===== config.mk =====
export PLATFORM = sky130hd
export DESIGN_NAME = byte_budget_frame_queue_top_flat
export DESIGN_NICKNAME = d
export VERILOG_FILES = /design/src/rtl/core/bbfq_pkg.sv /design/src/rtl/core/bbfq_req_if.sv /design/src/rtl/core/bbfq_rsp_if.sv /design/src/rtl/core/byte_budget_frame_queue_top.sv /design/src/flat_wrapper.sv
export SDC_FILE = /design/constraint.sdc
export NUM_CORES = 2
export LEC_CHECK = 0
export BUFFER_PORTS_ARGS = -buffer_cell sky130_fd_sc_hd__buf_4
export CAP_MARGIN = 20
export CORE_UTILIZATION = 29
export DETAILED_ROUTE_END_ITERATION = 6
export PLACE_DENSITY = 0.51
export RECOVER_POWER = 50
export SYNTH_ARGS = -nofsm -noshare
export SYNTH_HDL_FRONTEND = slang
export SYNTH_SLANG_ARGS = --single-unit

===== constraint.sdc =====
create_clock -name clk -period 11.87 [get_ports clk]
set_input_delay 2.374 -clock clk [delete_from_list [all_inputs] [get_ports clk]]
set_output_delay 2.374 -clock clk [all_outputs]
set_load 0.01 [all_outputs]

===== src/rtl/core/bbfq_pkg.sv =====
package bbfq_pkg;

    localparam int QUEUE_DEPTH = 32;
    localparam int HANDLE_BITS = 16;
    localparam int BYTES_W     = 24;
    localparam int TOTAL_W     = 29;
    localparam int KIND_W      = 3;
    localparam int CFG_IDX_W   = 1;

    localparam int ADDR_W  = $clog2(QUEUE_DEPTH);
    localparam int COUNT_W = $clog2(QUEUE_DEPTH + 1);
    localparam int SUM_W   = COUNT_W + 1;
    // running total needs one bit more than the budget while a push is being trimmed
    localparam int WORK_W  = TOTAL_W + 1;

    localparam logic [TOTAL_W-1:0] BUDGET_RESET = TOTAL_W'(1048576);

    typedef enum logic [KIND_W-1:0] {
        KIND_ACCEPTED = 3'd0,
        KIND_REJECTED = 3'd1,
        KIND_EVICTED  = 3'd2,
        KIND_POPPED   = 3'd3,
        KIND_EMPTY    = 3'd4
    } kind_t;

    typedef enum logic {
        OP_PUSH = 1'b0,
        OP_POP  = 1'b1
    } op_t;

    typedef enum logic [CFG_IDX_W-1:0] {
        CFG_BYTE_BUDGET      = 1'b0,
        CFG_REJECT_WHEN_FULL = 1'b1
    } cfg_index_t;

    typedef enum logic [1:0] {
        ST_IDLE,
        ST_EXEC,
        ST_TRIM,
        ST_EVICT
    } state_t;

endpackage


===== src/rtl/core/bbfq_req_if.sv =====
interface bbfq_req_if;
    import bbfq_pkg::*;

    logic                   valid;
    logic                   ready;
    logic                   operation;
    logic [HANDLE_BITS-1:0] frame_handle;
    logic [BYTES_W-1:0]     frame_bytes;

    modport source (output valid, output operation, output frame_handle,
                    output frame_bytes, input ready);
    modport sink   (input valid, input operation, input frame_handle,
                    input frame_bytes, output ready);
endinterface


===== src/rtl/core/bbfq_rsp_if.sv =====
interface bbfq_rsp_if;
    import bbfq_pkg::*;

    logic                   valid;
    logic                   ready;
    logic [KIND_W-1:0]      kind;
    logic [HANDLE_BITS-1:0] out_handle;
    logic [BYTES_W-1:0]     out_bytes;
    logic [TOTAL_W-1:0]     queued_bytes;
    logic                   full_seen;
    logic                   last;

    modport source (output valid, output kind, output out_handle, output out_bytes,
                    output queued_bytes, output full_seen, output last, input ready);
    modport sink   (input valid, input kind, input out_handle, input out_bytes,
                    input queued_bytes, input full_seen, input last, output ready);
endinterface


===== src/rtl/core/byte_budget_frame_queue_top.sv =====
// an item is taken in the idle state and held; a pop, a refused push or a push that fits
//   gets a beat worked out in the execute state and registered once the output is free
// one item at a time; each frame dropped for the budget adds a check state, then an evict
//   state on the head read of the single store read port; a drop-mode push that meets a
//   full store or the budget and keeps its frame ends in a final check state
// reset: pointers, count, total and sticky flag clear, budget 1048576, drop mode, store kept
module byte_budget_frame_queue_top (
    input  logic                          clk,
    input  logic                          rst_n,
    bbfq_req_if.sink                      req,
    bbfq_rsp_if.source                    rsp,
    input  logic                          cfg_wr_en,
    input  logic [bbfq_pkg::CFG_IDX_W-1:0] cfg_index,
    input  logic [bbfq_pkg::TOTAL_W-1:0]  cfg_wr_data
);
    import bbfq_pkg::*;

    // control state
    state_t               state_reg, state_next;
    logic [ADDR_W-1:0]    head_reg, head_next;
    logic [COUNT_W-1:0]   count_reg, count_next;
    logic [WORK_W-1:0]    total_reg, total_next;
    logic                 flag_reg, flag_next;
    logic [TOTAL_W-1:0]   budget_reg;
    logic                 mode_reg;

    // item held while it is worked on
    logic                   op_reg;
    logic [HANDLE_BITS-1:0] hnd_reg;
    logic [BYTES_W-1:0]     bytes_reg;

    // output register, parts the result side from the work
    logic                   out_valid_reg;
    logic [KIND_W-1:0]      out_kind_reg;
    logic [HANDLE_BITS-1:0] out_handle_reg;
    logic [BYTES_W-1:0]     out_bytes_reg;
    logic [TOTAL_W-1:0]     out_total_reg;
    logic                   out_full_reg;
    logic                   out_last_reg;

    // entry store, read port always addressed by the head
    logic [HANDLE_BITS-1:0] handle_mem [QUEUE_DEPTH];
    logic [BYTES_W-1:0]     size_mem   [QUEUE_DEPTH];
    logic [HANDLE_BITS-1:0] rd_handle_q;
    logic [BYTES_W-1:0]     rd_bytes_q;

    logic                   wr_en;
    logic [ADDR_W-1:0]      tail_addr;
    logic [SUM_W-1:0]       tail_sum;

    logic                   req_beat;
    logic                   out_free;
    logic                   emit;
    kind_t                  emit_kind;
    logic [HANDLE_BITS-1:0] emit_handle;
    logic [BYTES_W-1:0]     emit_bytes;
    logic [TOTAL_W-1:0]     emit_total;
    logic                   emit_last;

    logic [WORK_W-1:0]      push_total;
    logic [WORK_W-1:0]      budget_ext;
    logic [WORK_W-1:0]      head_bytes_ext;
    logic [WORK_W-1:0]      total_less_head;
    logic [ADDR_W-1:0]      head_inc;
    logic                   store_full;

    assign req.ready = (state_reg == ST_IDLE);
    assign req_beat  = req.valid && req.ready;
    assign out_free  = !out_valid_reg || rsp.ready;

    // tail slot wraps for any depth, power of two or not
    assign tail_sum  = SUM_W'(head_reg) + SUM_W'(count_reg);
    assign tail_addr = (tail_sum >= SUM_W'(QUEUE_DEPTH))
                     ? ADDR_W'(tail_sum - SUM_W'(QUEUE_DEPTH))
                     : ADDR_W'(tail_sum);
    assign head_inc  = (head_reg == ADDR_W'(QUEUE_DEPTH - 1)) ? '0 : head_reg + 1'b1;

    assign store_full      = (count_reg == COUNT_W'(QUEUE_DEPTH));
    assign push_total      = total_reg + WORK_W'(bytes_reg);
    assign budget_ext      = WORK_W'(budget_reg);
    assign head_bytes_ext  = WORK_W'(rd_bytes_q);
    // removing the front frame, clamped at zero
    assign total_less_head = (total_reg >= head_bytes_ext) ? total_reg - head_bytes_ext : '0;

    always_comb
    begin
        state_next  = state_reg;
        head_next   = head_reg;
        count_next  = count_reg;
        total_next  = total_reg;
        flag_next   = flag_reg;
        wr_en       = 1'b0;
        emit        = 1'b0;
        emit_kind   = KIND_ACCEPTED;
        emit_handle = hnd_reg;
        emit_bytes  = bytes_reg;
        emit_last   = 1'b0;

        case (state_reg)
            ST_IDLE:
            begin
                if (req_beat)
                    state_next = ST_EXEC;
            end

            ST_EXEC:
            begin
                if (op_reg == OP_POP)
                begin
                    if (out_free)
                    begin
                        emit       = 1'b1;
                        emit_last  = 1'b1;
                        state_next = ST_IDLE;
                        if (count_reg == '0)
                        begin
                            emit_kind   = KIND_EMPTY;
                            emit_handle = '0;
                            emit_bytes  = '0;
                        end
                        else
                        begin
                            emit_kind   = KIND_POPPED;
                            emit_handle = rd_handle_q;
                            emit_bytes  = rd_bytes_q;
                            head_next   = head_inc;
                            count_next  = count_reg - 1'b1;
                            total_next  = total_less_head;
                        end
                    end
                end
                else if (mode_reg)
                begin
                    // reject mode: refuse on a full store or a blown budget
                    if (out_free)
                    begin
                        emit       = 1'b1;
                        emit_last  = 1'b1;
                        state_next = ST_IDLE;
                        if (store_full || (push_total > budget_ext))
                        begin
                            flag_next = 1'b1;
                            emit_kind = KIND_REJECTED;
                        end
                        else
                        begin
                            wr_en      = 1'b1;
                            count_next = count_reg + 1'b1;
                            total_next = push_total;
                            emit_kind  = KIND_ACCEPTED;
                        end
                    end
                end
                else if (store_full)
                begin
                    // drop mode, store full: evict the head and reuse its slot
                    if (out_free)
                    begin
                        emit        = 1'b1;
                        emit_kind   = KIND_EVICTED;
                        emit_handle = rd_handle_q;
                        emit_bytes  = rd_bytes_q;
                        wr_en       = 1'b1;
                        head_next   = head_inc;
                        total_next  = total_less_head + WORK_W'(bytes_reg);
                        state_next  = ST_TRIM;
                    end
                end
                else if (push_total <= budget_ext)
                begin
                    // fits at once, no trimming
                    if (out_free)
                    begin
                        emit       = 1'b1;
                        emit_last  = 1'b1;
                        emit_kind  = KIND_ACCEPTED;
                        wr_en      = 1'b1;
                        count_next = count_reg + 1'b1;
                        total_next = push_total;
                        state_next = ST_IDLE;
                    end
                end
                else
                begin
                    wr_en      = 1'b1;
                    count_next = count_reg + 1'b1;
                    total_next = push_total;
                    state_next = ST_TRIM;
                end
            end

            ST_TRIM:
            begin
                // head read is issued here, data is used in the evict cycle
                if (total_reg > budget_ext)
                    state_next = ST_EVICT;
                else if (out_free)
                begin
                    emit       = 1'b1;
                    emit_last  = 1'b1;
                    emit_kind  = KIND_ACCEPTED;
                    state_next = ST_IDLE;
                end
            end

            ST_EVICT:
            begin
                if (out_free)
                begin
                    emit        = 1'b1;
                    emit_kind   = KIND_EVICTED;
                    emit_handle = rd_handle_q;
                    emit_bytes  = rd_bytes_q;
                    head_next   = head_inc;
                    count_next  = count_reg - 1'b1;
                    total_next  = total_less_head;
                    // the new frame itself went out last
                    if (count_reg == COUNT_W'(1))
                    begin
                        emit_last  = 1'b1;
                        state_next = ST_IDLE;
                    end
                    else
                        state_next = ST_TRIM;
                end
            end

            default:
            begin
                state_next = ST_IDLE;
            end
        endcase

        // a frame dropped to make room reports the total before the new frame joins
        emit_total = (state_reg == ST_EXEC && op_reg == OP_PUSH && !mode_reg && store_full)
                   ? total_less_head[TOTAL_W-1:0] : total_next[TOTAL_W-1:0];
    end

    always_ff @(posedge clk or negedge rst_n)
    begin
        if (!rst_n)
        begin
            state_reg     <= ST_IDLE;
            head_reg      <= '0;
            count_reg     <= '0;
            total_reg     <= '0;
            flag_reg      <= 1'b0;
            out_valid_reg <= 1'b0;
        end
        else
        begin
            state_reg <= state_next;
            head_reg  <= head_next;
            count_reg <= count_next;
            total_reg <= total_next;
            flag_reg  <= flag_next;
            if (emit)
                out_valid_reg <= 1'b1;
            else if (rsp.ready)
                out_valid_reg <= 1'b0;
        end
    end

    // configuration registers
    always_ff @(posedge clk or negedge rst_n)
    begin
        if (!rst_n)
        begin
            budget_reg <= BUDGET_RESET;
            mode_reg   <= 1'b0;
        end
        else if (cfg_wr_en)
        begin
            case (cfg_index)
                CFG_BYTE_BUDGET:      budget_reg <= cfg_wr_data;
                CFG_REJECT_WHEN_FULL: mode_reg   <= cfg_wr_data[0];
                default:              mode_reg   <= mode_reg;
            endcase
        end
    end

    // item and result payload
    always_ff @(posedge clk)
    begin
        if (req_beat)
        begin
            op_reg    <= req.operation;
            hnd_reg   <= req.frame_handle;
            bytes_reg <= req.frame_bytes;
        end
        if (emit)
        begin
            out_kind_reg   <= emit_kind;
            out_handle_reg <= emit_handle;
            out_bytes_reg  <= emit_bytes;
            out_total_reg  <= emit_total;
            out_full_reg   <= flag_next;
            out_last_reg   <= emit_last;
        end
    end

    // entry store
    always_ff @(posedge clk)
    begin
        if (wr_en)
        begin
            handle_mem[tail_addr] <= hnd_reg;
            size_mem[tail_addr]   <= bytes_reg;
        end
        rd_handle_q <= handle_mem[head_reg];
        rd_bytes_q  <= size_mem[head_reg];
    end

    assign rsp.valid        = out_valid_reg;
    assign rsp.kind         = out_kind_reg;
    assign rsp.out_handle   = out_handle_reg;
    assign rsp.out_bytes    = out_bytes_reg;
    assign rsp.queued_bytes = out_total_reg;
    assign rsp.full_seen    = out_full_reg;
    assign rsp.last         = out_last_reg;

`ifndef NO_ASSERTIONS
    a_count_bound: assert property (@(posedge clk) disable iff (!rst_n)
        count_reg <= COUNT_W'(QUEUE_DEPTH))
        else $error("entry count above store depth");

    a_empty_total: assert property (@(posedge clk) disable iff (!rst_n)
        (count_reg == '0) |-> (total_reg == '0))
        else $error("bytes held with no entries");

    a_flag_sticky: assert property (@(posedge clk) disable iff (!rst_n)
        flag_reg |=> flag_reg)
        else $error("rejected flag cleared");

    a_one_item: assert property (@(posedge clk) disable iff (!rst_n)
        req_beat |=> !req.ready)
        else $error("second item taken while one is in work");

    a_idle_total: assert property (@(posedge clk) disable iff (!rst_n)
        (state_reg == ST_IDLE) |-> (total_reg <= WORK_W'({TOTAL_W{1'b1}})))
        else $error("held total beyond field range between items");
`endif

endmodule


===== src/flat_wrapper.sv =====
// flat-port wrapper written by rule: the top's interface ports become plain ports
module byte_budget_frame_queue_top_flat import bbfq_pkg::*;
  (clk, rst_n, cfg_wr_en, cfg_index, cfg_wr_data, req_valid, req_operation, req_frame_handle, req_frame_bytes, req_ready, rsp_valid, rsp_kind, rsp_out_handle, rsp_out_bytes, rsp_queued_bytes, rsp_full_seen, rsp_last, rsp_ready);
  bbfq_req_if req_i ();
  bbfq_rsp_if rsp_i ();
  input  logic clk;
  input  logic rst_n;
  input  logic cfg_wr_en;
  input  logic [bbfq_pkg::CFG_IDX_W-1:0] cfg_index;
  input  logic [bbfq_pkg::TOTAL_W-1:0] cfg_wr_data;
  input wire logic [$bits(req_i.valid)-1:0] req_valid;
  input wire logic [$bits(req_i.operation)-1:0] req_operation;
  input wire logic [$bits(req_i.frame_handle)-1:0] req_frame_handle;
  input wire logic [$bits(req_i.frame_bytes)-1:0] req_frame_bytes;
  output wire logic [$bits(req_i.ready)-1:0] req_ready;
  output wire logic [$bits(rsp_i.valid)-1:0] rsp_valid;
  output wire logic [$bits(rsp_i.kind)-1:0] rsp_kind;
  output wire logic [$bits(rsp_i.out_handle)-1:0] rsp_out_handle;
  output wire logic [$bits(rsp_i.out_bytes)-1:0] rsp_out_bytes;
  output wire logic [$bits(rsp_i.queued_bytes)-1:0] rsp_queued_bytes;
  output wire logic [$bits(rsp_i.full_seen)-1:0] rsp_full_seen;
  output wire logic [$bits(rsp_i.last)-1:0] rsp_last;
  input wire logic [$bits(rsp_i.ready)-1:0] rsp_ready;
  assign req_i.valid = req_valid;
  assign req_i.operation = req_operation;
  assign req_i.frame_handle = req_frame_handle;
  assign req_i.frame_bytes = req_frame_bytes;
  assign req_ready = req_i.ready;
  assign rsp_valid = rsp_i.valid;
  assign rsp_kind = rsp_i.kind;
  assign rsp_out_handle = rsp_i.out_handle;
  assign rsp_out_bytes = rsp_i.out_bytes;
  assign rsp_queued_bytes = rsp_i.queued_bytes;
  assign rsp_full_seen = rsp_i.full_seen;
  assign rsp_last = rsp_i.last;
  assign rsp_i.ready = rsp_ready;
  byte_budget_frame_queue_top u_core (.clk(clk), .rst_n(rst_n), .req(req_i), .rsp(rsp_i), .cfg_wr_en(cfg_wr_en), .cfg_index(cfg_index), .cfg_wr_data(cfg_wr_data));
endmodule

==> flow_summary.json <==
{
  "status": "complete, but fails checks",
  "violations": "max-capacitance violations, max-slew violations",
  "boundaryPins": 152,
  "io_buffer_count": 151,
  "drt_pass1_iterations": 7,
  "drive_above_1_share": 0.2147,
  "max_stage_delay_ns": 2.00,
  "endpoint_kind": "flop",
  "synth_cell_types": 112,
  "ys_top_cells_by_area": "edfxtp_1, mux4_2, dfrtp_1",
  "path_clk_slew_ns": 0.06,
  "ys_seq_area_frac": 0.6622,
  "holdPathEnd": "u_core.flag_reg$_DFF_PN0_",
  "post-route-drc-count": 0,
  "hold_ws_ns": 0.5089,
  "drtAntennaViolNets": 0,
  "hold_violations": 0,
  "worst-path-max-fanout": 43,
  "gp_congestion": 0.9851,
  "power.density_nw_per_um2": 301.3,
  "finalNonFillerCells": 7500,
  "fill_cells": 22088,
  "wl_per_cell_um": 28.37,
  "grt-ovfl-total": 0,
  "cap_violations": 44,
  "hold_buffers": 0,
  "dp.cells": 7193,
  "cts_tree": "built",
  "power.total_mw": 23.37,
  "viasPerCell": 5.314,
  "cts.sinks": 1510,
  "period_needed_ns": 9.887,
  "rsz0062_at_grt": "no",
  "clkLatencyLatePin_ns": 0.80,
  "nNetsFinal": 4539,
  "largest_reg_flops": 768,
  "hpwlAfterDp_um": 141500,
  "cp_common_cell": "nor2_1",
  "fin_setup_tns_ns": 0,
  "syn_inst": 4120,
  "chipWidth_um": 483.7,
  "cp_cell_sequence": "clkbuf_1 -> ha_1 -> nand2_1 -> nor3_1 -> a211oi_1 -> o21a_1 -> nor2_1 -> a31oi_1 -> xnor2_1 -> ha_1 -> nand4_1 -> nor4_1 -> o21ai_0 -> o211a_1 -> o2bb2ai_1 -> a21oi_2 -> nor2_1 -> nor2_1 -> o21ai_0 -> nand2_1 -> nor2_1 -> nand2_1 -> nor2_4 -> buf_4",
  "synth_top_area_frac": 0.6224,
  "num_vias": 39852,
  "skew_ns": 0.06334,
  "ff2ff_setup_slack_ns": 1.98,
  "leakage_nw": 25.36,
  "final_cell_mix": "edfxtp_1, mux4_2, nor2_1",
  "cts_setup_buffers": 0,
  "slowest_stage": "clkbuf_1",
  "synth_edf_count": 1395,
  "setup_viol": 0,
  "drtIter0Drc": 4595,
  "max_slew.worst_pin.slew_ns": 3.754,
  "grt_pass1_vias": 38979,
  "cts_buffer_depth": 3,
  "synth_top_cell_by_area": "edfxtp_1",
  "r2r_end": "u_core.size_mem[28][6]$_DFFE_PP_",
  "numCtsBuffers": 162,
  "async_flop_share": 0.04967,
  "die_area_um2": 234000,
  "finalMaxSlewViolations": 1633,
  "hold_path_depth": 1,
  "ys_warn_count": 0,
  "core_area_um2": 230300,
  "relSlewSlack": -1.503,
  "worstHoldStart": "u_core.flag_reg$_DFF_PN0_",
  "areaGrowthSynthToFinish_pct": 15.28,
  "startpoint_type": "flop",
  "wl_um": 212800,
  "ys.flop_type": "edfxtp_1",
  "fin_crit_sh": 0.8329,
  "synth_fp_nets": 4324,
  "r2r_start": "u_core.bytes_reg[13]$_DFFE_PP_",
  "peakVddDrop_uv": 151.4,
  "critPathLaunch": "u_core.bytes_reg[13]$_DFFE_PP_",
  "grt_start_max_net_pins": 124,
  "crit_arrival_ns": 10.33,
  "ys_ff_latch": 1510,
  "grt_pass1_wl_um": 301800,
  "grt_use_total": 0.1788,
  "critPathRequiredTime_ns": 12.31,
  "min_path_type": "reg2reg",
  "cts_resized": 0,
  "clockRootBuffer": "clkbuf_16",
  "fmax_ghz": 0.1011,
  "worstSetupPathType": "reg2reg",
  "r2r_cells": 24,
  "start_util": 0.2922,
  "die_h_um": 483.7,
  "antenna_found_initial": 20,
  "fp-row-count": 176,
  "htreeDepth": 4,
  "synth.avg_cell_area_um2": 16.34,
  "final_common_cell": "edfxtp_1",
  "synth_area_um2": 67300
}
-- cells in the mapped netlist (19+ instances only) --
library cell,number
o21a_1,33
dfxtp_1,40
a221oi_1,19
a21o_1,34
a211oi_1,25
dfrtp_1,74
edfxtp_1,1395
xnor2_1,64
o22ai_1,55
a31oi_1,23
nand4_1,29
xor2_1,27
mux2_2,55
o211ai_1,25
nand2b_1,20
nor2_1,284
o221ai_1,55
ha_1,124
a21oi_1,200
inv_1,126
buf_2,24
clkbuf_1,170
nand2_1,215
buf_1,37
o21ai_0,139
nand3_1,48
mux2i_1,39
mux4_2,400
nor3_1,36
-- power by group --
part,internal [mW],switching (mW)
registers,6.63,0.481
clock network,2.85,2.18
logic,4.07,7.17
total,13.5,9.82
-- area by class of cell --
type | instances | area, µm² | area share
Inverter | 126 | 473.0 | 0.006096
Clock inverter | 96 | 1035 | 0.01334
Timing Repair Buffer | 287 | 1829 | 0.02358
Clock buffer | 204 | 4243 | 0.05469
Sequential cell | 1510 | 44590 | 0.5747
Multi-Input combinational cell | 2248 | 21620 | 0.2787
Antenna cell | 3 | 7.507 | 0.00009676
Tap cell | 3026 | 3786 | 0.04880
-- per-stage QoR --
stage,worst slack [ns],cell area (µm²),util
floorplan,4.394,67300,-
global placement,3.487,72630,0.3153
detailed placement,3.537,72640,0.3154
CTS,3.464,77920,0.3383
global route,1.446,77580,0.3368
finish,1.983,77580,0.3368
-- routing by layer --
metal  global-route usage  vias to the layer above  share of wire
met3              0.03448                      295          0.075
met5             0.006124                        -         0.0012
met2               0.2732                     1680           0.45
met4              0.04441                        8          0.025
met1               0.2591                    20838           0.45
li1                     -                    17031              -
-- critical path: cells and delay by family (launching register included) --
kind	cells	cell delay (ns)
buffers and inverters	2	2.48
AOI/OAI and AO/OA	8	2.69
xor gates and xnor gates	1	0.13
adders and majority gates	2	0.89
and+or+nand+nor	11	2.93
DFF	1	0.32
-- worst max-delay path by stage --
stage                                    endpoint  slack, ns  depth (start not counted)
2_1_floorplan  u_core.handle_mem[28][0]$_DFFE_PP_       4.39                         27
3_3_place_gp    u_core.size_mem[30][16]$_DFFE_PP_       3.49                         26
3_5_place_dp    u_core.size_mem[30][20]$_DFFE_PP_       3.54                         26
4_1_cts         u_core.size_mem[30][17]$_DFFE_PP_       3.46                         26
5_1_grt          u_core.size_mem[28][6]$_DFFE_PP_       1.45                         24
6_report         u_core.size_mem[28][6]$_DFFE_PP_       1.98                         24
-- logic make-up (layout without fill, tap and decap cells) --
kind of cell | count (synthesis) | in the layout | share of synthesized area
adders and majority gates | 147 | 147 | 0.02712
buffers and inverters | 362 | 713 | 0.02097
xor gates and xnor gates | 94 | 94 | 0.01285
and+or+nand+nor | 744 | 744 | 0.05014
AOI/OAI and AO/OA | 768 | 768 | 0.07766
DFF | 1510 | 1510 | 0.6622
other | 0 | 3 | 0
muxes | 495 | 495 | 0.1490
Power figures use the tool's default switching activity.
